## config.mk

```make
export PLATFORM = sky130hd
export DESIGN_NAME = rbb_avg
export DESIGN_NICKNAME = d
export VERILOG_FILES = /design/src/rtl/core/rbb_pkg.sv /design/src/rtl/core/rbb_avg.sv
export SDC_FILE = /design/constraint.sdc
export NUM_CORES = 1
export LEC_CHECK = 0
export BUFFER_PORTS_ARGS = -buffer_cell sky130_fd_sc_hd__buf_4
export CELL_PAD_IN_SITES_DETAIL_PLACEMENT = 1
export CELL_PAD_IN_SITES_GLOBAL_PLACEMENT = 1
export CORE_UTILIZATION = 44
export CTS_CLUSTER_SIZE = 16
export DETAILED_ROUTE_END_ITERATION = 10
export GPL_ROUTABILITY_DRIVEN = 0
export GPL_TIMING_DRIVEN = 1
export PLACE_DENSITY_LB_ADDON = 0.1
export SLEW_MARGIN = 20
export SYNTH_ARGS = -nofsm -noshare
export SYNTH_HDL_FRONTEND = slang
export SYNTH_SLANG_ARGS = --single-unit
export TNS_END_PERCENT = 20
```

## constraint.sdc

```tcl
create_clock -name i_clk -period 12.8 [get_ports i_clk]
set_input_delay 1.28 -clock i_clk [delete_from_list [all_inputs] [get_ports i_clk]]
set_output_delay 1.28 -clock i_clk [all_outputs]
set_load 0.02 [all_outputs]
```

## src/rtl/core/rbb_pkg.sv

```systemverilog
// Shared types, constants and the reciprocal lookup for the 3x3 box blur.
`default_nettype none

package rbb_pkg;

    localparam int MaxWidth   = 1024;
    localparam int MaxHeight  = 4096;
    localparam int ColW       = $clog2(MaxWidth);
    localparam int WidthRegW  = 11;
    localparam int HeightRegW = 13;
    localparam int InRowW     = 13;
    localparam int OutRowW    = 12;
    localparam int SumW       = 12;
    localparam int CntW       = 4;
    localparam int FracW      = 16;
    localparam int RecipW     = FracW + 1;
    localparam int CfgIdxW    = 2;
    localparam int CfgDataW   = 13;

    localparam logic [CfgIdxW-1:0] CFG_FRAME_WIDTH  = 2'd0;
    localparam logic [CfgIdxW-1:0] CFG_FRAME_HEIGHT = 2'd1;

    typedef struct packed {
        logic [7:0] red;
        logic [7:0] green;
        logic [7:0] blue;
    } t_pix;

    // Per-item control decided at acceptance. Bit 0 of row_ok is the upper row,
    // bit 0 of col_ok the left column.
    typedef struct packed {
        logic            emit;
        logic            last;
        logic [2:0]      row_ok;
        logic [2:0]      col_ok;
        logic [CntW-1:0] cnt;
    } t_ctrl;

    typedef struct packed {
        logic            vld;
        logic            last;
        logic [CntW-1:0] cnt;
        logic [SumW-1:0] sum_red;
        logic [SumW-1:0] sum_green;
        logic [SumW-1:0] sum_blue;
    } t_sums;

    // Fixed-point reciprocal, scaled by 2^FracW. The divisors 3, 6 and 9 are rounded up;
    // the error stays small enough for exact quotients over the whole sum range.
    function automatic logic [RecipW-1:0] recip(input logic [CntW-1:0] cnt);
        logic [RecipW-1:0] m;
        case (cnt)
            4'd1:    m = 17'd65536;
            4'd2:    m = 17'd32768;
            4'd3:    m = 17'd21846;
            4'd4:    m = 17'd16384;
            4'd6:    m = 17'd10923;
            4'd9:    m = 17'd7282;
            default: m = 17'd65536;
        endcase
        return m;
    endfunction

endpackage

`default_nettype wire

```

## src/rtl/core/rbb_avg.sv

```systemverilog
// Rounded division of the sums by the neighbor count, into the result register.
`default_nettype none

module rbb_avg (
    input  wire logic            i_clk,
    input  wire logic            i_rst_n,
    input  wire logic            i_adv,
    input  wire rbb_pkg::t_sums  i_sums,
    output      logic            o_vld,
    output      rbb_pkg::t_pix   o_pix,
    output      logic            o_last
);
    import rbb_pkg::*;

    localparam int ProdW = SumW + RecipW;

    logic [SumW-1:0]   half;
    logic [SumW-1:0]   x_red, x_green, x_blue;
    logic [RecipW-1:0] m;
    logic [ProdW-1:0]  p_red, p_green, p_blue;
    logic              r_vld;
    t_pix              r_pix;
    logic              r_last;

    // Round half up: (sum + cnt/2) / cnt, the quotient taken as a product with
    // the scaled reciprocal.
    always_comb begin
        half    = {{(SumW-CntW+1){1'b0}}, i_sums.cnt[CntW-1:1]};
        x_red   = i_sums.sum_red   + half;
        x_green = i_sums.sum_green + half;
        x_blue  = i_sums.sum_blue  + half;
        m       = recip(i_sums.cnt);
        p_red   = {{RecipW{1'b0}}, x_red}   * {{SumW{1'b0}}, m};
        p_green = {{RecipW{1'b0}}, x_green} * {{SumW{1'b0}}, m};
        p_blue  = {{RecipW{1'b0}}, x_blue}  * {{SumW{1'b0}}, m};
    end

    always_ff @(posedge i_clk) begin
        if (!i_rst_n) begin
            r_vld <= 1'b0;
        end else if (i_adv) begin
            r_vld <= i_sums.vld;
        end
    end

    always_ff @(posedge i_clk) begin
        if (i_adv) begin
            r_pix.red   <= p_red[FracW+7:FracW];
            r_pix.green <= p_green[FracW+7:FracW];
            r_pix.blue  <= p_blue[FracW+7:FracW];
            r_last      <= i_sums.last;
        end
    end

    assign o_vld  = r_vld;
    assign o_pix  = r_pix;
    assign o_last = r_last;

endmodule

`default_nettype wire

```

Yosys cells after proc, flatten, opt, wreduce, memory -nomap -nowiden
Cells that the tools add are included.

storage, ports and cells
  input port bits = 45
  bits in registers = 26

cells by class
  add/subtract/negate cells = 3
  multipliers = 3
  equal/unequal tests = 5
  muxes and demuxes = 1

operators with widths
  operator              count
  $pmux W17 S5          1
  $mul A12 B17 Y24      3
  $add A12 B3 Y12       3
  $eq A4 B2 Y1 const B  2
  $eq A4 B3 Y1 const B  2
  $eq A4 B4 Y1 const B  1

Depth between registers and ports, before layout
Gate-level depths: netlist (run 1).

  depth in word-level cells = 3
  mapped depth = 25

Least setup slack after synthesis (run 1)
Ideal clock, no wire load.

  path kind = input port to flip-flop
  from = input port i_sums[24] (netlist name)
  to = register r_pix (netlist bit o_pix[23]) (data pin)
  data required time = 12.546 ns
  cell stages on the path = 22
  slack = 5.435 ns
  buffers on the path = 0
  arrival = 7.111 ns
  cells stage by stage = ha_1 > fa_1 > a21o_1 > and4_1 > xor2_1 > nand2_1 > fa_1 > inv_1 > fa_1 > fa_1 > fa_1 > inv_1 > fa_1 > inv_1 > ha_1 > and3_1 > a221oi_1 > o21a_1 > a311oi_2 > a221o_2 > a21o_1 > a21o_1

between the ends
  cells in the longest elaborated chain, start to end = 2

RTL lines
  element             line           source
  start: declaration  rbb_avg.sv:8   input wire rbb_pkg::t_sums i_sums,
  $add A12 B3 Y12     rbb_avg.sv:29  x_red = i_sums.sum_red + half;
  $mul A12 B17 Y24    rbb_avg.sv:33  p_red = {{RecipW{1'b0}}, x_red} * {{SumW{1'b0}}, m};
  net p_red[23]       rbb_avg.sv:20  logic [ProdW-1:0] p_red, p_green, p_blue;
  end: declaration    rbb_avg.sv:22  t_pix r_pix;

The timed path passes the listed nets, and every way through them passes these cells.
A chain may end at the register's enable or synchronous reset.

Worst setup path in the final report (run 1)
  from = input port i_sums[38] (netlist name)
  to = register r_pix (netlist bit o_pix[7]) (data pin)

between the ends
  cells in the longest elaborated chain, start to end = 3
  elaborated cells on any way between the ends = 8
  classes of those cells = 1 x add/sub; 1 x mul; 5 x eq/ne; 1 x mux

RTL lines
  element                                                  line           source
  branches (longest 2 deep; another with $add A12 B3 Y12)  -
  $mul A12 B17 Y24 (*)                                     rbb_avg.sv:35  p_blue = {{RecipW{1'b0}}, x_blue} * {{SumW{1'b0}}, m};
  net p_blue[23]                                           rbb_avg.sv:20

Mark *: on every way through the listed nets, which the timed path passes.

==> run_results.csv, run 1 <==
group,metric,value,unit
synth,seq_area_frac_synth,0.0497,
synth,synth_edf_count,25,
cells_and_area,fill_cells,4063,
critical_path,crit_path_end_kind,"flop",
clock_tree,ctsResizeCount,0,
global_routing,grt_pass1_vias,12700,
clock_tree,cts_buffer_depth,2,
critical_path,cp_slowest_stage_delay,1.01,ns
cells_and_area,seq_area,771,sq um
route,first_iter_violations,499,
flow_run,max-cap-violations,0,
timing,finalWorstSetupSlack,4.24,ns
synth,syn_inst,1695,
clock_tree,post_cts_buffers,0,
clock_tree,cts_tree,"done",
die,fp.dieW,190,um
placed_design,io_buffer_count,70,
critical_path,crit_path_start_kind,"input pin",
clock_tree,clock_sinks,26,
cells_and_area,areaGrowthSynthToFinish,7.25,%
critical_path,crit_family,"simple AND/OR/NAND/NOR gates",
critical_path,crit_type,"in2reg",
power,power.density,73.9,nW/um^2
synth,syn_nets,2256,
timing,max_slew_margin,0.213,
synth,synth_top_area_share,0.488,
route,ant_nets,0,
global_routing,grt_use_total,0.266,
timing,slew_violations,0,
cells_and_area,drive_above_1_share,0.0545,
critical_path,critPathSlowestCell,"nor2_1",
synth,synth_area_leaders,"fa_1, inv_1, ha_1",
timing,max_freq,117,MHz
global_routing,busiest_layer,"met2",
synth,synth.most_common_cell,"inv_1",
synth,mappedNetlistArea,15500,sq um
synth,synth_flop_cell,"edfxtp_1",
route,drtPass1Iterations,5,
global_routing,grt_pass1_wl,71.3,mm
synth,yosys_warnings,0,
cells_and_area,finalNetCount,2305,
placed_design,dp_hpwl,40.3,mm
critical_path,crit_buf_inv,5,
die,start_util,0.448,
timing,min_period_over_period,0.668,
timing,setup_viol,0,
clock_tree,root_buffer,"clkbuf_16",
status,status,"finished, final reports clean",
route,via_per_inst,5.09,
timing,rsz0062_at_grt,"no",
placed_design,placed_area,16500,sq um
placed_design,dp_slack,3.97,ns
synth,synth.distinct_cells,63,
power,vdd.ir_drop.worst,0.0799,mV
clock_tree,htree_levels,1,
route,vias,11200,
global_routing,grt_max_degree,34,
clock_tree,clk_pin_slew_worst_paths,0.08,ns
die,die_h,190,um
route,drt-total-wl,44.9,mm
die,die_area,36000,sq um
timing,tightest_slew,1.18,ns
die,io_pins,71,
die,core,34600,sq um
power,leakage,9.02,nW
route,wire_per_inst,20.4,um
timing,finalSetupTns,0,ns
cells_and_area,stdcell_area,16600,sq um
global_routing,grt_overflow,0,
synth,avgSynthCellArea,9.15,sq um
route,drc_errors,0,
critical_path,cp_data_arrival_time,8.61,ns
critical_path,cpMostUsedCell,"fa_1",
clock_tree,clk_latency,0.29,ns
die,rows,68,
global_routing,use_met3,0.0382,
cells_and_area,multi_input_area,12700,sq um
critical_path,worstPathCellList,"buf_4 > and4bb_2 > or2_2 > nor2_1 > nor2_1 > fa_1 > inv_1 > fa_1 > inv_1 > fa_1 > fa_1 > inv_1 > fa_1 > inv_1 > ha_1 > a21oi_1 > o221ai_1 > a21oi_1 > nor3b_1 > a211oi_1 > or3_1 > a21o_1",
global_routing,antenna_found_initial,0,
global_routing,grtUsageMet1,0.374,
synth,synth-async-reset-ratio,0,
synth,synth-seq-cells,26,
synth,synth_common_cells,"inv_1, fa_1, nand2_1",
power,finalPower,1.23,mW
timing,hold_viol_final,0,
clock_tree,holdBufCountCts,0,
synth,synth.largest_area_cell,"fa_1",
critical_path,required,12.85,ns
timing,fin_skew,0,ns
clock_tree,cts-buffers-inserted,3,
global_routing,use_met2,0.444,
worst_hold_path,hold_path_class,"reg2reg",
critical_path,path_max_fanout,33,
timing,period_needed,8.56,ns
cells_and_area,num_antenna_cells,0,
-- metal layers --
layer,routed length (um),part of all wire
met5,0,0
met4,443,0.0099
met3,2220,0.050
met2,21700,0.48
met1,20500,0.46
-- tightest hold or removal path: cells and delay by family, from the launching register on --
family / cells / cell delay (ns)
and+or+nand+nor: 1 / 0.06
DFF: 1 / 0.32
muxes: 1 / 0.12
-- final cells by class --
cell class | instances | share of cell area
flip-flops and latches | 26 | 0.0463
well taps | 455 | 0.0342
clock inverters | 1 | 0.00181
multi-input cells | 1114 | 0.761
clock buffers | 3 | 0.00451
inverters | 522 | 0.118
repair buffers | 77 | 0.0347
-- state kept, by name, summed over array words and instances, names as in the netlist --
signal	flops
o_pix	24
o_last	1
o_vld	1
-- metrics by stage --
step / util / hold slack (ns) / cells
2_1_floorplan: - / 0.589 / 1695
3_3_place_gp: 0.477 / 0.500 / 2194
3_5_place_dp: 0.477 / 0.532 / 2194
4_1_cts: 0.480 / 0.546 / 2198
5_1_grt: 0.480 / 0.546 / 2198
6_report: 0.480 / 0.539 / 2198
-- kinds of logic after synthesis --
| family | count (synthesis) | share of synthesized area |
|---|---|---|
| fa+ha+maj | 516 | 0.599 |
| flops | 26 | 0.0497 |
| simple gates | 373 | 0.106 |
| compound gates | 122 | 0.0518 |
| mux | 3 | 0.00194 |
| xor+xnor | 100 | 0.0565 |
| buf+inv | 555 | 0.135 |
-- final timing paths --
check | start | to | slack (ns) | cells after the start
worst min register to register | o_vld | o_vld | 0.54 | 2
worst min-delay path | o_vld | o_vld | 0.54 | 2
worst max register to register | o_vld | o_vld | 12.20 | 2
worst max-delay path | i_sums[38] | o_pix[7] | 4.24 | 22
-- cells in the final DEF, fill, tap and decap left out, types with 4 or more instances in the layout --
| cell type | netlist | final |
|---|---|---|
| and3_1 | 7 | 7 |
| a21o_1 | 16 | 16 |
| a21oi_1 | 48 | 48 |
| fa_1 | 378 | 378 |
| nand3_1 | 16 | 16 |
| or3_1 | 4 | 4 |
| and2_1 | 13 | 13 |
| xnor2_1 | 59 | 59 |
| nand2_1 | 194 | 194 |
| o21a_1 | 8 | 8 |
| nand4_1 | 12 | 12 |
| nor2_1 | 91 | 91 |
| xor2_1 | 41 | 41 |
| inv_1 | 521 | 521 |
| nor3_1 | 7 | 5 |
| o21ai_0 | 12 | 12 |
| buf_4 | 1 | 77 |
| ha_1 | 138 | 138 |
| and4_1 | 4 | 4 |
| edfxtp_1 | 25 | 25 |
| a211oi_1 | 8 | 8 |
-- power by group --
group          total, mW  internal [mW]  switching, mW
Clock              0.110         0.0630         0.0474
Sequential         0.159          0.149         0.0104
Combinational      0.960          0.387          0.573
Total               1.23          0.599          0.631
Power figures use the tool's default switching activity.
==> run 2: changes to the inputs <==
- ABC_AREA: unset -> 1
- clock period: 12.8 -> 7.4 ns (I/O delays scaled with it)
==> run 2 against run 1 <==
  * Global-route usage rose by 2.4 points
  * Synthesized cell count up 23%
  * Via count increased by 19%
  * Hold slack better by 0.022 ns
  * Combinational power increased by 97%
  * First-iteration DRC count rose by 23%
  * Clock skew unchanged
  * Count of clock-buffer cells in the layout unchanged
  * Worst setup slack worse by 3.8 ns
  * Clock power up 81%
  * Largest cell class unchanged
  * Largest power group unchanged
==> run_results.csv, run 2 <==
group,metric,value,unit
status,status,"finished, final reports clean",
cells_and_area,fill_cells,4573,
cells_and_area,final_cell_mix,"inv_1, fa_1, nand2_1, nor2_1, ha_1",
global_routing,grt_use_total,0.290,
synth,synth_common_cells,"inv_1, fa_1, nand2_1",
synth,synth_edf_count,25,
synth,synthAdderAreaFrac,0.565,
route,drc_errors,0,
route,drtPass1Iterations,5,
clock_tree,post_cts_buffers,0,
die,die_area,38200,sq um
cells_and_area,areaGrowthSynthToFinish,7.91,%
critical_path,critPathSlowestCell,"fa_1",
die,rows,70,
synth,synth-compound-area-share,0.0431,
synth,yosys_warnings,0,
critical_path,crit_type,"in2reg",
global_routing,grt_overflow,0,
cells_and_area,largest_reg_flops,24,
power,leakage,9.94,nW
timing,period_needed,6.91,ns
clock_tree,ctsResizeCount,0,
critical_path,crit_family,"adder cells",
die,fp.dieW,195,um
synth,synth-xor-area-share,0.0170,
placed_design,io_buffer_count,70,
global_routing,antenna_found_initial,0,
clock_tree,clk_pin_slew_worst_paths,0.11,ns
die,core,36700,sq um
synth,synthMuxAreaShare,0,
synth,syn_inst,2077,
synth,synth.distinct_cells,40,
synth,synth.most_common_cell,"inv_1",
timing,slew_violations,0,
cells_and_area,seq_area,771,sq um
clock_tree,holdBufCountCts,0,
global_routing,grt_pass1_wl,83.8,mm
synth,synth.largest_area_cell,"fa_1",
timing,hold_viol_final,0,
critical_path,cpMostUsedCell,"inv_1",
flow_run,max-cap-violations,0,
critical_path,path_max_fanout,7,
route,wire_per_inst,19.7,um
route,first_iter_violations,615,
clock_tree,root_buffer,"clkbuf_16",
timing,finalSetupTns,0,ns
cells_and_area,instances_no_fill,2619,
synth,syn_nets,2638,
global_routing,grt_max_degree,28,
synth,synthSimpleGateAreaFrac,0.171,
placed_design,dp_slack,0.150,ns
route,via_per_inst,5.07,
synth,synth_top_area_share,0.460,
critical_path,crit_path_end_kind,"flop",
placed_design,dp_hpwl,46.7,mm
synth,seq_area_frac_synth,0.0468,
die,start_util,0.448,
timing,min_period_over_period,0.934,
critical_path,crit_path_start_kind,"input pin",
cells_and_area,multi_input_area,13100,sq um
worst_hold_path,hold_path_class,"reg2reg",
route,ant_nets,0,
timing,fin_skew,0,ns
synth,mappedNetlistArea,16500,sq um
critical_path,crit_buf_inv,8,
global_routing,grt_pass1_vias,15300,
synth,synth_top_family_by_area,"adder cells",
clock_tree,htree_levels,1,
clock_tree,cts_tree,"done",
clock_tree,cts-buffers-inserted,3,
clock_tree,clock_sinks,26,
critical_path,cp_slowest_stage_delay,0.55,ns
power,vdd.ir_drop.worst,0.142,mV
critical_path,cp_data_arrival_time,6.97,ns
cells_and_area,finalNetCount,2713,
timing,finalWorstSetupSlack,0.492,ns
power,power.density,133,nW/um^2
placed_design,post-place-cells,2615,
synth,synth_area_leaders,"fa_1, inv_1, ha_1",
synth,synth-async-reset-ratio,0,
route,vias,13300,
synth,synth_flop_cell,"edfxtp_1",
synth,avgSynthCellArea,7.92,sq um
synth,synth-seq-cells,26,
timing,rsz0062_at_grt,"no",
timing,max_freq,145,MHz
critical_path,required,7.47,ns
route,drt-total-wl,51.5,mm
timing,max_slew_margin,0.281,
die,io_pins,71,
cells_and_area,drive_above_1_share,0.0549,
cells_and_area,final_common_cell,"inv_1",
timing,tightest_slew,1.08,ns
die,die_h,195,um
clock_tree,cts_buffer_depth,2,
clock_tree,clk_latency,0.31,ns
cells_and_area,num_antenna_cells,0,
timing,setup_viol,0,
==> run 2: per-stage QoR <==
step           utilization  power, mW  cell area, sq um  hold WS [ns]
2_1_floorplan            -       1.55             16500         0.606
3_3_place_gp         0.481       2.11             17700         0.531
3_5_place_dp         0.481       2.18             17700         0.543
4_1_cts              0.484       2.39             17800         0.565
5_1_grt              0.484       2.63             17800         0.595
6_report             0.484       2.36             17800         0.560
==> run 2: final timing paths <==
path | startpoint | to | slack (ns) | cells past startpoint
setup reg to reg | o_vld | o_vld | 6.74 | 2
hold reg to reg | o_vld | o_vld | 0.56 | 2
setup / recovery | i_sums[37] | o_pix[22] | 0.49 | 32
hold / removal | o_vld | o_vld | 0.56 | 2
==> run 2: kinds of logic after synthesis <==
group / count (synthesis)
adders and majority gates: 516
xor gates and xnor gates: 32
AOI/OAI and AO/OA: 123
DFF: 26
buffers and inverters: 687
and+or+nand+nor: 693
==> run 2: metal layers <==
metal / global-route usage / share of wire / vias to the layer above
li1: - / - / 6141
met1: 0.399 / 0.46 / 6778
met2: 0.492 / 0.47 / 312
met3: 0.0304 / 0.046 / 50
met4: 0.0653 / 0.021 / 0
met5: 0 / 0 / -
==> run 2: cell type report <==
cell class | count | area share
multi-input cells | 1364 | 0.737
well taps | 468 | 0.0330
inverters | 664 | 0.140
clock inverters | 1 | 0.00169
repair buffers | 93 | 0.0400
flip-flops and latches | 26 | 0.0434
clock buffers | 3 | 0.00423
==> run 2: tightest hold or removal path, delay by kind of cell, from the launching register on <==
family,cells,cell delay (ns)
flip-flops,1,0.33
AO/OA/AOI/OAI,2,0.20
==> run 2: report_power, final <==
group	internal, mW	switching, mW
clock	0.109	0.0893
combinational	0.682	1.20
sequential	0.257	0.0198
total	1.05	1.31
==> run 3: changes to the inputs <==
- RECOVER_POWER: unset -> 50
==> run 3 against run 2 <==
  * The flow now finishes with violations (capacitance limit, slew limit)
  * Clock skew stayed put
  * Critical endpoint unchanged
  * Clock power about the same
  * Sequential share of layout area about the same
  * Count of clock-buffer cells in the layout did not move
  * Highest routed layer unchanged
==> run_results.csv, run 3 (same netlist as run 2, synthesis figures left out) <==
group,metric,value,unit
cells_and_area,seq_area,771,sq um
status,violations,"capacitance limit, slew limit",
timing,setup_viol,0,
critical_path,crit_path_end_kind,"flop",
clock_tree,root_buffer,"clkbuf_16",
timing,max_freq,145,MHz
timing,slew_violations,28,
clock_tree,post_cts_buffers,0,
clock_tree,clk_latency,0.31,ns
cells_and_area,fill_cells,4579,
cells_and_area,final_common_cell,"inv_1",
power,seqPwrFrac,0.118,
global_routing,grt_max_degree,28,
worst_hold_path,min_to,"o_vld",
critical_path,cp_data_arrival_time,6.97,ns
critical_path,ff2ff_setup_slack,6.67,ns
timing,fin_hold_ws,0.560,ns
critical_path,required,7.47,ns
critical_path,path_max_fanout,7,
timing,period_needed,6.91,ns
critical_path,critPathSlowestCell,"fa_1",
clock_tree,holdBufCountCts,0,
timing,finalSetupTns,0,ns
critical_path,r2r_end,"o_vld",
clock_tree,cts-buffers-inserted,3,
worst_hold_path,hold_path_class,"reg2reg",
power,p_clk_frac,0.085,
critical_path,cpMostUsedCell,"inv_1",
cells_and_area,largest_reg_flops,24,
worst_hold_path,hold_depth,2,
cells_and_area,fin_util,0.483,
power,leakage,9.90,nW
route,ant_nets,0,
global_routing,antenna_found_initial,0,
power,vdd.ir_drop.worst,0.131,mV
power,power.density,132,nW/um^2
timing,min_period_over_period,0.933,
cells_and_area,multi_input_area,13100,sq um
power,combPwrFrac,0.797,
clock_tree,clock_sinks,26,
clock_tree,cts_buffer_depth,2,
global_routing,grt_pass1_wl,83.8,mm
power,finalPower,2.34,mW
cells_and_area,areaGrowthSynthToFinish,7.63,%
worst_hold_path,hp-start,"o_vld",
placed_design,io_buffer_count,70,
route,drt-total-wl,51.5,mm
global_routing,grt_pass1_vias,15300,
status,status,"finished with violations",
timing,max_slew_margin,-0.489,
critical_path,cp_slowest_stage_delay,0.55,ns
die,fp.dieW,195,um
cells_and_area,final_cell_mix,"inv_1, fa_1, nand2_1, nor2_1, ha_1",
timing,fin_skew,0,ns
placed_design,placed_area,17700,sq um
timing,finalWorstSetupSlack,0.493,ns
power,netSwitchingFraction,0.561,
cells_and_area,stdcell_area,17700,sq um
timing,hold_viol_final,0,
critical_path,r2r-start,"o_vld",
route,vias,13300,
timing,rsz0062_at_grt,"no",
placed_design,dp_slack,0.150,ns
placed_design,post-place-cells,2615,
route,wire_per_inst,19.7,um
clock_tree,clk_pin_slew_worst_paths,0.11,ns
route,first_iter_violations,614,
cells_and_area,num_antenna_cells,0,
die,start_util,0.448,
route,via_per_inst,5.08,
die,die_h,195,um
power,p_int,1.03,mW
route,drtPass1Iterations,5,
route,drc_errors,0,
critical_path,crit_path_start_kind,"input pin",
cells_and_area,drive_above_1_share,0.0493,
global_routing,grt_overflow,0,
critical_path,crit_type,"in2reg",
clock_tree,cts_tree,"done",
clock_tree,ctsResizeCount,0,
clock_tree,htree_levels,1,
die,io_pins,71,
die,die_area,38200,sq um
global_routing,grt_use_total,0.290,
timing,tightest_slew,2.23,ns
flow_run,max-cap-violations,1,
placed_design,dp_hpwl,46.7,mm
power,power.net_switching,1.31,mW
cells_and_area,instances_no_fill,2619,
cells_and_area,finalNetCount,2713,
die,core,36700,sq um
die,rows,70,
critical_path,worstRegToRegCells,2,
## run 3: layout make-up
cell class	instances	share of cell area
Clock buffer	3	0.00424
Inverter	664	0.141
Clock inverter	1	0.00170
Multi-Input combinational cell	1364	0.739
Tap cell	468	0.0331
Sequential cell	26	0.0435
Timing Repair Buffer	93	0.0376
## run 3: how the worst max path moves through the flow
stage                endpoint  depth (start not counted)        from  slack (ns)
floorplan           o_pix[22]                         31  i_sums[24]        1.04
global placement    o_pix[22]                         32  i_sums[37]        0.33
detailed placement  o_pix[22]                         32  i_sums[37]        0.15
CTS                 o_pix[22]                         32  i_sums[37]        0.48
global route        o_pix[22]                         32  i_sums[37]        0.04
finish              o_pix[22]                         32  i_sums[37]        0.49
## run 3: critical path: cells and delay by family
kind                     cells  cell delay (ns)
adder cells (fa/ha/maj)      8             3.29
AND/OR/NAND/NOR             11             1.52
buffers and inverters        8             0.73
AO/OA/AOI/OAI                5             0.68
## run 3: power by group through the flow
stage	clock (mW)	sequential, mW	combinational [mW]
floorplan	0	0.358	1.19
global placement	0	0.279	1.84
detailed placement	0	0.280	1.90
CTS	0.201	0.279	1.91
global route	0.205	0.282	2.12
finish	0.199	0.276	1.87
## run 3: routing by layer
layer	routed length, um	track usage
met5	0	0
met4	1090	0.0653
met3	2510	0.0304
met2	24400	0.492
met1	23500	0.399
