===== src/rtl/core/rbb_pkg.sv =====
// Shared types, constants and the reciprocal lookup for the 3x3 box blur.
`default_nettype none

package rbb_pkg;

    localparam int MaxWidth   = 1024;
    localparam int MaxHeight  = 4096;
    localparam int ColW       = $clog2(MaxWidth);
    localparam int WidthRegW  = 11;
    localparam int HeightRegW = 13;
    localparam int InRowW     = 13;
    localparam int OutRowW    = 12;
    localparam int SumW       = 12;
    localparam int CntW       = 4;
    localparam int FracW      = 16;
    localparam int RecipW     = FracW + 1;
    localparam int CfgIdxW    = 2;
    localparam int CfgDataW   = 13;

    localparam logic [CfgIdxW-1:0] CFG_FRAME_WIDTH  = 2'd0;
    localparam logic [CfgIdxW-1:0] CFG_FRAME_HEIGHT = 2'd1;

    typedef struct packed {
        logic [7:0] red;
        logic [7:0] green;
        logic [7:0] blue;
    } t_pix;

    // Per-item control decided at acceptance. Bit 0 of row_ok is the upper row,
    // bit 0 of col_ok the left column.
    typedef struct packed {
        logic            emit;
        logic            last;
        logic [2:0]      row_ok;
        logic [2:0]      col_ok;
        logic [CntW-1:0] cnt;
    } t_ctrl;

    typedef struct packed {
        logic            vld;
        logic            last;
        logic [CntW-1:0] cnt;
        logic [SumW-1:0] sum_red;
        logic [SumW-1:0] sum_green;
        logic [SumW-1:0] sum_blue;
    } t_sums;

    // Fixed-point reciprocal, scaled by 2^FracW. The divisors 3, 6 and 9 are rounded up;
    // the error stays small enough for exact quotients over the whole sum range.
    function automatic logic [RecipW-1:0] recip(input logic [CntW-1:0] cnt);
        logic [RecipW-1:0] m;
        case (cnt)
            4'd1:    m = 17'd65536;
            4'd2:    m = 17'd32768;
            4'd3:    m = 17'd21846;
            4'd4:    m = 17'd16384;
            4'd6:    m = 17'd10923;
            4'd9:    m = 17'd7282;
            default: m = 17'd65536;
        endcase
        return m;
    endfunction

endpackage

`default_nettype wire


===== src/rtl/core/rbb_window.sv =====
// 3x3 window registers and the masked per-channel neighbor sums.
`default_nettype none

module rbb_window (
    input  wire logic            i_clk,
    input  wire logic            i_rst_n,
    input  wire logic            i_adv,
    input  wire logic            i_vld,
    input  wire rbb_pkg::t_pix   i_up,
    input  wire rbb_pkg::t_pix   i_mid,
    input  wire rbb_pkg::t_pix   i_pix,
    input  wire rbb_pkg::t_ctrl  i_ctrl,
    output      rbb_pkg::t_sums  o_sums
);
    import rbb_pkg::*;

    t_pix  r_win [3][3];
    t_pix  cur   [3][3];
    t_pix  new_col [3];
    t_sums r_sums;
    t_sums n_sums;

    always_comb begin
        new_col[0] = i_up;
        new_col[1] = i_mid;
        new_col[2] = i_pix;
        for (int i = 0; i < 3; i++) begin
            cur[i][0] = r_win[i][1];
            cur[i][1] = r_win[i][2];
            cur[i][2] = new_col[i];
        end
    end

    always_comb begin
        n_sums.vld       = i_vld && i_ctrl.emit;
        n_sums.last      = i_ctrl.last;
        n_sums.cnt       = i_ctrl.cnt;
        n_sums.sum_red   = '0;
        n_sums.sum_green = '0;
        n_sums.sum_blue  = '0;
        for (int i = 0; i < 3; i++) begin
            for (int j = 0; j < 3; j++) begin
                if (i_ctrl.row_ok[i] && i_ctrl.col_ok[j]) begin
                    n_sums.sum_red   = n_sums.sum_red   + {4'd0, cur[i][j].red};
                    n_sums.sum_green = n_sums.sum_green + {4'd0, cur[i][j].green};
                    n_sums.sum_blue  = n_sums.sum_blue  + {4'd0, cur[i][j].blue};
                end
            end
        end
    end

    always_ff @(posedge i_clk) begin
        if (!i_rst_n) begin
            for (int i = 0; i < 3; i++) begin
                for (int j = 0; j < 3; j++) begin
                    r_win[i][j] <= '0;
                end
            end
        end else if (i_adv && i_vld) begin
            for (int i = 0; i < 3; i++) begin
                for (int j = 0; j < 3; j++) begin
                    r_win[i][j] <= cur[i][j];
                end
            end
        end
    end

    always_ff @(posedge i_clk) begin
        if (!i_rst_n) begin
            r_sums.vld <= 1'b0;
        end else if (i_adv) begin
            r_sums.vld <= n_sums.vld;
        end
    end

    always_ff @(posedge i_clk) begin
        if (i_adv) begin
            r_sums.last      <= n_sums.last;
            r_sums.cnt       <= n_sums.cnt;
            r_sums.sum_red   <= n_sums.sum_red;
            r_sums.sum_green <= n_sums.sum_green;
            r_sums.sum_blue  <= n_sums.sum_blue;
        end
    end

    assign o_sums = r_sums;

endmodule

`default_nettype wire


===== config.mk =====
export PLATFORM = sky130hd
export DESIGN_NAME = rbb_window
export DESIGN_NICKNAME = d
export VERILOG_FILES = /design/src/rtl/core/rbb_pkg.sv /design/src/rtl/core/rbb_window.sv
export SDC_FILE = /design/constraint.sdc
export NUM_CORES = 1
export LEC_CHECK = 0
export BUFFER_PORTS_ARGS = -buffer_cell sky130_fd_sc_hd__buf_2
export CAP_MARGIN = 20
export CORE_AREA = 2 2 184 186
export CTS_CLUSTER_SIZE = 16
export DETAILED_ROUTE_END_ITERATION = 6
export DIE_AREA = 0 0 186 188
export GPL_TIMING_DRIVEN = 0
export PLACE_DENSITY = 0.76
export SYNTH_ARGS = -nofsm -noshare
export SYNTH_HDL_FRONTEND = slang
export SYNTH_SLANG_ARGS = --single-unit

===== constraint.sdc =====
create_clock -name i_clk -period 10.68 [get_ports i_clk]
set_input_delay 1.068 -clock i_clk [delete_from_list [all_inputs] [get_ports i_clk]]
set_output_delay 1.068 -clock i_clk [all_outputs]
set_load 0.005 [all_outputs]

Word-level counts from Yosys, hierarchy flattened:

Memories as Yosys holds them, arrays and structs flattened.
Index checks and enable logic that the tools add are counted.

* $add $sub $neg: 24
* bitwise logic cells: 9
* reductions and logical operators: 11
* multiplexer cells: 22

Operators by type and width (number)
* $add 12x8->12: 24
* $mux 36: 8
* $mux 24: 9
* $mux 32: 1
* $logic_and 1x1->1: 11
* $or 1x1->1: 9
* $mux 1: 4

* input bits: 88
* flip-flop bits (word level): 42
* RAM bits: 216
* memories: 1
* output and inout port bits: 42
* word-level logic and storage cells: 73

Memory list
* r_win: words 3, width 72, rd ports 3, clocked after memory_dff 0, wr ports 3, line rbb_window.sv:17 `t_pix r_win [3][3];`

Longest topological paths before layout:

Gate-level depths: netlist of the first run.

* depth in word-level cells: 18
* gate-level depth with buffers: 55
* mapped depth without buffers: 52

Worst setup path after synthesis of the first run:

OpenSTA, ideal clock, no wires.

* path type: input to register
* start point: in i_ctrl[7] (netlist bit)
* end point: reg r_sums (netlist bit o_sums[23]) (data pin)
* setup slack: 0.687 ns
* arrival time: 9.733 ns
* setup time: 0.260 ns
* stages: 53
* cell sequence: clkbuf_1 -> clkbuf_1 -> clkbuf_1 -> and3_1 -> ha_1 -> inv_1 -> fa_1 -> nor2b_1 -> o31a_1 -> a211oi_1 -> a21o_1 -> and2_1 -> ha_1 -> o21ai_0 -> nor2_1 -> o21ai_0 -> o211ai_1 -> inv_1 -> [17 not listed] -> a21oi_1 -> ha_1 -> nor2b_1 -> o21a_1 -> nor2_1 -> xnor2_1 -> a22o_1 -> a31o_2 -> ha_1 -> xnor2_1 -> mux2_2 -> ha_1 -> nor2b_1 -> o21ai_0 -> or3_1 -> o22ai_1 -> o21ai_1 -> xor2_1

RTL lines
* start: declaration: line rbb_window.sv:12 `input wire rbb_pkg::t_ctrl i_ctrl,`
* end: declaration: line rbb_window.sv:20 `t_sums r_sums;`

==> results.sh, run 1 <==
export IMPL_dp_hpwl_mm=36.0
export IMPL_synth_edf_count=185
export IMPL_hold_buffers=0
export IMPL_htreeDepth=4
export IMPL_place_ws_ps=-1640
export IMPL_synth_ff_type="edfxtp_1"
export IMPL_synthesis_nets=2251
export IMPL_worst_ep_arrival_time_ps=10440
export IMPL_clk_pin_slew_ps=70
export IMPL_ys_top_cells_by_count="ha_1, edfxtp_1, and2_1"
export IMPL_cts_made_buffers=17
export IMPL_drive_gt1_share_pct=14.8
export IMPL_pin_count=130
export IMPL_first_pass_iters=5
export IMPL_dieHeight_um=188
export IMPL_drv_cap=0
export IMPL_p_sw_mw=1.01
export IMPL_cts_tree="yes"
export IMPL_p_leak_nw=8.75
export IMPL_finalPower_mw=2.83
export IMPL_seq_power_share_pct=32.4
export IMPL_grt_max_degree=70
export IMPL_cp_required_ps=10890
export IMPL_place_inst=2525
export IMPL_area_delta_synth_final_pct=12.0
export IMPL_setup_slack_ps=451
export IMPL_start_util_pct=54.3
export IMPL_clk_latency_ps=450
export IMPL_rows=67
export IMPL_slew_viol_final=0
export IMPL_power_density_nw_per_um2=140
export IMPL_remaining_drc_errors=0
export IMPL_port_buffers=128
export IMPL_fin_setup_tns_ps=0
export IMPL_max_freq_ghz=0.0978
export IMPL_clock_sinks=186
export IMPL_path_class="in -> reg"
export IMPL_syn_inst=1947
export IMPL_grt_pass1_vias=14973
export IMPL_fin_cells=2567
export IMPL_synth_largest_area_cell="edfxtp_1"
export IMPL_yosysWarnings=0
export IMPL_wl_per_cell_um=17.9
export IMPL_yosysMostFrequentCell="ha_1"
export IMPL_p_comb_share_pct=44.3
export IMPL_die_area_sq_um=35000
export IMPL_status="complete, no violations"
export IMPL_ys_types=92
export IMPL_clkPwrFrac_pct=23.3
export IMPL_swShare_pct=35.8
export IMPL_path_max_fanout=16
export IMPL_die_w_um=186
export IMPL_clockRootBuffer="clkbuf_16"
export IMPL_holdCritPathClass="reg -> reg"
export IMPL_relSlewSlack_pct=36.5
export IMPL_syn_area_sq_um=18000
export IMPL_cp_common_cell="ha_1"
export IMPL_synth_area_leaders="edfxtp_1, ha_1, and2_1"
export IMPL_synth_top_area_share_pct=30.9
export IMPL_tightestPinTransition_ps=952
export IMPL_grtUsageTotal_pct=26.6
export IMPL_finalSetupViolCount=0
export IMPL_antenna_left=0
export IMPL_max_stage_delay_ps=430
export IMPL_gr_total_overflow=0
export IMPL_antenna_found_initial=5
export IMPL_startpoint_type="input pin"
export IMPL_cts_max_path_buffers=2
export IMPL_period_share_pct=95.8
export IMPL_vdd_drop_max_mv=0.141
export IMPL_drt_iter0_markers=1099
export IMPL_p_int_mw=1.82
export IMPL_vias_per_cell=5.81
export IMPL_final_min_clock_period_ps=10230
export IMPL_fp_coreArea_sq_um=33100
export IMPL_endpoint_kind="flip-flop"
export IMPL_ys_ff_latch=186
export IMPL_synthArstFlopShare_pct=0
export IMPL_hold_violations=0
export IMPL_holdWs_ps=485
export IMPL_num_vias=14909
export IMPL_syn_area_per_cell_sq_um=9.24
export IMPL_grt_pass1_wl_mm=73.0
export IMPL_place_gp_congestion=0.947
export IMPL_fin_nets=2407
export IMPL_totalWireLength_mm=46.0
export IMPL_finClkSkew_ps=8.35
export IMPL_ys_seq_area_share_pct=31.0
export IMPL_slowest_stage="fa_1"
## sequential cells by signal, summed over array words and instances, names as in the netlist
register / cells
r_win: 144
o_sums: 42
## metrics by stage
step | instance area [sq um] | util [%]
6_report | 20100 | 60.8
5_1_grt | 20100 | 60.8
4_1_cts | 19900 | 60.0
3_5_place_dp | 19200 | 58.1
3_3_place_gp | 19200 | 57.9
2_1_floorplan | 18000 | -
## worst max-delay path, delay by kind of cell
kind	cells	cell delay (ps)
AO/OA/AOI/OAI	23	3370
adder cells (fa/ha/maj)	9	2930
AND/OR/NAND/NOR	10	1450
buffers and inverters	7	800
XOR/XNOR	4	570
multiplexers	1	280
## repair_timing
item / CTS / global route
setup buffers: 2 / 8
pin swaps: 1 / 9
endpoints found under the setup margin: 18 / 17
gates resized for setup: 10 / 70
## final timing paths
| check | to | from | depth (start not counted) | slack, ps |
|---|---|---|---|---|
| worst max-delay path | o_sums[23] | i_ctrl[7] | 54 | 450 |
| worst min-delay path | o_sums[41] | o_sums[41] | 2 | 480 |
| worst min register to register | o_sums[41] | o_sums[41] | 2 | 480 |
| worst max register to register | o_sums[11] | r_win[0][26] | 46 | 1170 |
## cells in the final DEF, fill, tap and decap left out, types with 52 or more instances in the layout
cell	synthesis	routed
a21o_1	52	52
a21oi_1	123	113
and2_1	163	163
buf_2	3	129
edfxtp_1	185	185
ha_1	192	186
inv_1	126	126
mux2_2	55	55
nand2_1	108	107
nor2_1	151	151
o21ai_0	135	123
xnor2_1	92	90
## power by group through the flow
stage / sequential, mW / combinational, mW / clock [mW]
3_3_place_gp: 0.935 / 1.12 / 0
6_report: 0.916 / 1.25 / 0.659
5_1_grt: 0.922 / 1.40 / 0.689
3_5_place_dp: 0.928 / 1.18 / 0
4_1_cts: 0.915 / 1.20 / 0.663
2_1_floorplan: 0.932 / 0.911 / 0
## kinds of logic after synthesis
group / after synthesis / share of synthesized area (%)
AND/OR/NAND/NOR: 614 / 17.8
AO/OA/AOI/OAI: 527 / 19.1
adder cells (fa/ha/maj): 217 / 16.1
buffers and inverters: 190 / 4.01
flip-flops: 186 / 31.0
XOR/XNOR: 139 / 7.55
multiplexers: 74 / 4.51
## area by class of cell
class	instances	area, sq um
fill	2708	13000
multi-input combinational	1571	11900
sequential	186	5580
timing repair buffer	140	779
tap	448	561
inverter	126	473
clock buffer	20	437
buffer	61	267
clock inverter	12	150
antenna	3	7.51
## per-layer routing
| layer | up-vias | track usage (%) | part of all wire, % |
|---|---|---|---|
| met5 | - | 0 | 0.065 |
| met4 | 4 | 13.8 | 4.9 |
| met3 | 123 | 3.67 | 5.0 |
| met2 | 520 | 45.7 | 48 |
| met1 | 6957 | 32.2 | 42 |
| li1 | 7305 | - | - |
(Power assumes the default switching activity.)
==> run 2, diff against run 1 <==
--- a/config.mk
+++ b/config.mk
@@ -7,12 +7,10 @@
 export LEC_CHECK = 0
 export BUFFER_PORTS_ARGS = -buffer_cell sky130_fd_sc_hd__buf_2
 export CAP_MARGIN = 20
-export CORE_AREA = 2 2 184 186
+export CORE_AREA = 2 2 216 218
 export CTS_CLUSTER_SIZE = 16
 export DETAILED_ROUTE_END_ITERATION = 6
-export DIE_AREA = 0 0 186 188
-export GPL_TIMING_DRIVEN = 0
-export PLACE_DENSITY = 0.76
+export DIE_AREA = 0 0 218 220
 export SYNTH_ARGS = -nofsm -noshare
 export SYNTH_HDL_FRONTEND = slang
 export SYNTH_SLANG_ARGS = --single-unit
==> run 2 against run 1 <==
  * Flip-flop and latch count stayed put
  * Sequential power hardly changed
  * Wire length is 5.4% lower
  * Sequential share of layout area is 0.15 points higher
  * Largest cell class unchanged
  * Highest routed layer unchanged
  * Worst setup slack better by 210 ps
  * Critical path depth is 6 lower
==> results.sh, run 2 (synthesized netlist as in run 1, its figures left out) <==
export IMPL_cts_tree="yes"
export IMPL_fin_cells=2681
export IMPL_final_common_cell="ha_1"
export IMPL_remaining_drc_errors=0
export IMPL_path_max_fanout=36
export IMPL_dp_hpwl_mm=33.5
export IMPL_fin_setup_tns_ps=0
export IMPL_finalPower_mw=2.78
export IMPL_die_w_um=218
export IMPL_slowest_stage="fa_1"
export IMPL_fp_coreArea_sq_um=45900
export IMPL_grt_pass1_vias=14317
export IMPL_tightestPinTransition_ps=902
export IMPL_clk_pin_slew_ps=80
export IMPL_dieHeight_um=220
export IMPL_power_density_nw_per_um2=139
export IMPL_die_area_sq_um=48000
export IMPL_grtUsageTotal_pct=18.8
export IMPL_status="complete, no violations"
export IMPL_min_to="o_sums[41]"
export IMPL_rsz0062_at_grt="false"
export IMPL_clockRootBuffer="clkbuf_16"
export IMPL_pin_count=130
export IMPL_clock_sinks=186
export IMPL_max_stage_delay_ps=400
export IMPL_num_vias=14192
export IMPL_totalWireLength_mm=43.6
export IMPL_antenna_found_initial=3
export IMPL_endpoint_kind="flip-flop"
export IMPL_drv_cap=0
export IMPL_finalSetupViolCount=0
export IMPL_worst_ep_arrival_time_ps=10260
export IMPL_p_leak_nw=8.69
export IMPL_startpoint_type="input pin"
export IMPL_final_cell_mix="ha_1, edfxtp_1, and2_1"
export IMPL_cp_required_ps=10930
export IMPL_cts_made_buffers=17
export IMPL_clk_latency_ps=510
export IMPL_hold_path_depth=2
export IMPL_gr_total_overflow=0
export IMPL_reg2reg_from="r_win[0][40]"
export IMPL_relSlewSlack_pct=39.9
export IMPL_place_gp_congestion=0.878
export IMPL_area_delta_synth_final_pct=11.4
export IMPL_path_class="in -> reg"
export IMPL_largest_reg_flops=144
export IMPL_crit_buf_inv=4
export IMPL_rows=79
export IMPL_period_share_pct=93.8
export IMPL_htreeDepth=4
export IMPL_crit_family="adder cells"
export IMPL_holdCritPathClass="reg -> reg"
export IMPL_port_buffers=129
export IMPL_drive_gt1_share_pct=14.1
export IMPL_fin_nets=2363
export IMPL_cts_max_path_buffers=2
export IMPL_post_cts_buffers=0
export IMPL_vdd_drop_max_mv=0.116
export IMPL_drt_iter0_markers=780
export IMPL_first_pass_iters=4
export IMPL_final_min_clock_period_ps=10020
export IMPL_start_util_pct=39.2
export IMPL_place_inst=2645
export IMPL_reg2reg_depth=46
export IMPL_finClkSkew_ps=15.7
export IMPL_max_freq_ghz=0.0998
export IMPL_slew_viol_final=0
export IMPL_regMostFlops="r_win"
export IMPL_grt_pass1_wl_mm=71.1
export IMPL_hold_start="o_sums[41]"
export IMPL_antenna_left=0
export IMPL_grt_max_degree=121
export IMPL_hold_violations=0
export IMPL_r2r_setup_slack_ps=1310
export IMPL_wl_per_cell_um=16.2
export IMPL_vias_per_cell=5.29
export IMPL_reg2reg_to="o_sums[34]"
-- run 2: cell type report --
| cell class | count | area (sq um) |
|---|---|---|
| clock buffers | 17 | 425 |
| inverters | 126 | 473 |
| clock inverters | 15 | 165 |
| repair buffers | 157 | 908 |
| flip-flops and latches | 186 | 5580 |
| fillers | 4367 | 25800 |
| well taps | 607 | 759 |
| multi-input cells | 1571 | 11700 |
| diodes | 2 | 5.00 |
-- run 2: tightest hold or removal path, delay by kind of cell, from the launching register on --
kind / cells / cell delay [ps]
AOI/OAI and AO/OA: 1 / 70
and+or+nand+nor: 1 / 60
DFF: 1 / 320
-- run 2: per-stage QoR --
| stage | utilization (%) | setup WS, ps | instance area (sq um) | hold slack [ps] |
|---|---|---|---|---|
| detailed placement | 42.2 | 93.9 | 19400 | 491 |
| global placement | 42.2 | 211 | 19400 | 467 |
| CTS | 43.5 | 581 | 20000 | 502 |
| finish | 43.7 | 663 | 20000 | 497 |
| global route | 43.7 | 4.30 | 20000 | 575 |
| floorplan | - | 687 | 18000 | 470 |
-- run 2: worst max path at each step --
stage | start | to | slack [ps] | cells past startpoint
floorplan | i_ctrl[7] | o_sums[23] | 690 | 53
detailed placement | i_ctrl[7] | o_sums[34] | 90 | 46
global route | i_ctrl[7] | o_sums[34] | 4 | 48
finish | i_ctrl[7] | o_sums[34] | 660 | 48
global placement | i_ctrl[7] | o_sums[34] | 210 | 46
CTS | i_ctrl[7] | o_sums[34] | 580 | 46
-- run 2: where the power goes --
| group | internal [mW] | switching, mW |
|---|---|---|
| Combinational | 0.541 | 0.655 |
| Sequential | 0.888 | 0.0276 |
| Clock | 0.349 | 0.324 |
| Total | 1.78 | 1.01 |
-- run 2: repair_timing --
item,CTS,global route
gates resized for setup,0,7
endpoints found under the setup margin,0,4
hold buffers,0,0
-- run 2: routing by layer --
metal	track usage [%]	wire [um]
met1	23.7	20600
met5	0	13
met4	6.62	847
met3	3.55	1710
met2	32.1	20400
==> run 3, diff against run 2 <==
--- a/config.mk
+++ b/config.mk
@@ -7,10 +7,13 @@
 export LEC_CHECK = 0
 export BUFFER_PORTS_ARGS = -buffer_cell sky130_fd_sc_hd__buf_2
 export CAP_MARGIN = 20
-export CORE_AREA = 2 2 216 218
+export CELL_PAD_IN_SITES_DETAIL_PLACEMENT = 0
+export CELL_PAD_IN_SITES_GLOBAL_PLACEMENT = 2
+export CORE_AREA = 2 2 227 229
 export CTS_CLUSTER_SIZE = 16
 export DETAILED_ROUTE_END_ITERATION = 6
-export DIE_AREA = 0 0 218 220
+export DIE_AREA = 0 0 229 231
+export PLACE_DENSITY_LB_ADDON = 0.1
 export SYNTH_ARGS = -nofsm -noshare
 export SYNTH_HDL_FRONTEND = slang
 export SYNTH_SLANG_ARGS = --single-unit
==> run 3 against run 2 <==
  * First-iteration DRC count fell by 22%
  * Final area rose by 0.86%
  * Sequential power barely moved
  * Final cell count rose by 3.1%
  * Largest power group unchanged
==> results.sh, run 3 (synthesized netlist as in run 1, its figures left out) <==
export IMPL_status="complete, no violations"
export IMPL_max_stage_delay_ps=400
export IMPL_gr_total_overflow=0
export IMPL_holdWs_ps=479
export IMPL_power_density_nw_per_um2=140
export IMPL_hold_violations=0
export IMPL_max_freq_ghz=0.100
export IMPL_drv_cap=0
export IMPL_final_cell_mix="ha_1, edfxtp_1, and2_1"
export IMPL_final_common_cell="ha_1"
export IMPL_final_min_clock_period_ps=9950
export IMPL_grtUsageTotal_pct=18.1
export IMPL_p_comb_share_pct=42.7
export IMPL_hold_buffers=0
export IMPL_port_buffers=129
export IMPL_swShare_pct=35.9
export IMPL_fin_area_sq_um=20200
export IMPL_setup_slack_ps=727
export IMPL_hold_start="o_sums[41]"
export IMPL_postPlaceCellArea_sq_um=19500
export IMPL_slew_viol_final=0
export IMPL_finalSetupViolCount=0
export IMPL_slowest_stage="fa_1"
export IMPL_regMostFlops="r_win"
export IMPL_tightestPinTransition_ps=1020
export IMPL_htreeDepth=4
export IMPL_startpoint_type="input pin"
export IMPL_period_share_pct=93.2
export IMPL_clockRootBuffer="clkbuf_16"
export IMPL_fin_nets=2375
export IMPL_rows=83
export IMPL_wl_per_cell_um=16.8
export IMPL_finClkSkew_ps=18.0
export IMPL_relSlewSlack_pct=31.8
export IMPL_cts_max_path_buffers=2
export IMPL_reg2reg_from="r_win[0][32]"
export IMPL_cts_made_buffers=17
export IMPL_p_sw_mw=1.02
export IMPL_drive_gt1_share_pct=14.7
export IMPL_place_gp_congestion=0.825
export IMPL_start_util_pct=35.5
export IMPL_dieHeight_um=231
export IMPL_finalPower_mw=2.83
export IMPL_holdCritPathClass="reg -> reg"
export IMPL_worst_ep_arrival_time_ps=10190
export IMPL_fp_coreArea_sq_um=50700
export IMPL_antenna_left=0
export IMPL_area_delta_synth_final_pct=12.3
export IMPL_num_vias=13924
export IMPL_path_class="in -> reg"
export IMPL_vias_per_cell=5.04
export IMPL_place_inst=2728
export IMPL_fin_cells=2764
export IMPL_path_max_fanout=21
export IMPL_grt_pass1_vias=14117
export IMPL_antenna_found_initial=0
export IMPL_hold_path_depth=2
export IMPL_clock_sinks=186
export IMPL_totalWireLength_mm=46.4
export IMPL_clkPwrFrac_pct=25.0
export IMPL_cp_common_cell="ha_1"
export IMPL_place_ws_ps=-102
export IMPL_cts_tree="yes"
export IMPL_pin_count=130
export IMPL_crit_path_start="i_ctrl[4]"
export IMPL_cp_required_ps=10920
export IMPL_first_pass_iters=5
export IMPL_clk_latency_ps=500
export IMPL_p_leak_nw=8.76
export IMPL_largest_reg_flops=144
export IMPL_remaining_drc_errors=0
export IMPL_reg2reg_depth=50
export IMPL_vdd_drop_max_mv=0.129
export IMPL_die_area_sq_um=52900
export IMPL_drt_iter0_markers=611
export IMPL_dp_hpwl_mm=35.5
export IMPL_grt_max_degree=97
export IMPL_antenna_cells=0
export IMPL_die_w_um=229
export IMPL_endpoint_kind="flip-flop"
export IMPL_p_int_mw=1.81
export IMPL_clk_pin_slew_ps=80
export IMPL_seq_power_share_pct=32.4
export IMPL_grt_pass1_wl_mm=75.2
run 3: what timing repair did:
| action | CTS | global route |
|---|---|---|
| resized for setup | 0 | 10 |
| setup endpoints to repair | 0 | 7 |
| buffers inserted | 0 | 4 |
run 3: worst max-delay path, delay by kind of cell:
kind                     cells  cell delay, ps
XOR/XNOR                     7            1060
buffers and inverters        4             480
multiplexers                 6            1610
adder cells (fa/ha/maj)      9            2860
AND/OR/NAND/NOR             11            1550
AO/OA/AOI/OAI                9            1510
run 3: path summary, 6_finish.rpt:
check | slack (ps) | to
setup / recovery | 730 | o_sums[34]
setup reg to reg | 1260 | o_sums[23]
hold / removal | 480 | o_sums[41]
hold reg to reg | 480 | o_sums[41]
run 3: per-stage QoR:
stage          TNS (ps)  utilization, %
2_1_floorplan         0               -
3_3_place_gp      -83.0            38.5
3_5_place_dp       -102            38.5
4_1_cts               0            39.7
5_1_grt           -24.9            39.9
6_report              0            39.9
run 3: layer usage:
| layer | GRT usage [%] | vias to the layer above | routed length [um] |
|---|---|---|---|
| met5 | 0 | - | 0 |
| li1 | - | 7256 | - |
| met1 | 24.1 | 6478 | 23000 |
| met4 | 5.54 | 0 | 742 |
| met3 | 2.63 | 39 | 1090 |
| met2 | 30.4 | 151 | 21500 |
run 3: power groups by stage:
| stage | logic [mW] | registers, mW | clock network (mW) |
|---|---|---|---|
| 6_report | 1.21 | 0.915 | 0.706 |
| 5_1_grt | 1.38 | 0.925 | 0.755 |
| 4_1_cts | 1.21 | 0.917 | 0.737 |
| 3_5_place_dp | 1.20 | 0.931 | 0 |
| 3_3_place_gp | 1.19 | 0.932 | 0 |
| 2_1_floorplan | 0.911 | 0.932 | 0 |
run 3: cell type report:
type,instances,area (sq um)
multi-input cells,1571,11700
fillers,5169,30500
flip-flops and latches,186,5580
clock buffers,19,443
inverters,126,473
repair buffers,169,953
clock inverters,13,180
well taps,680,851
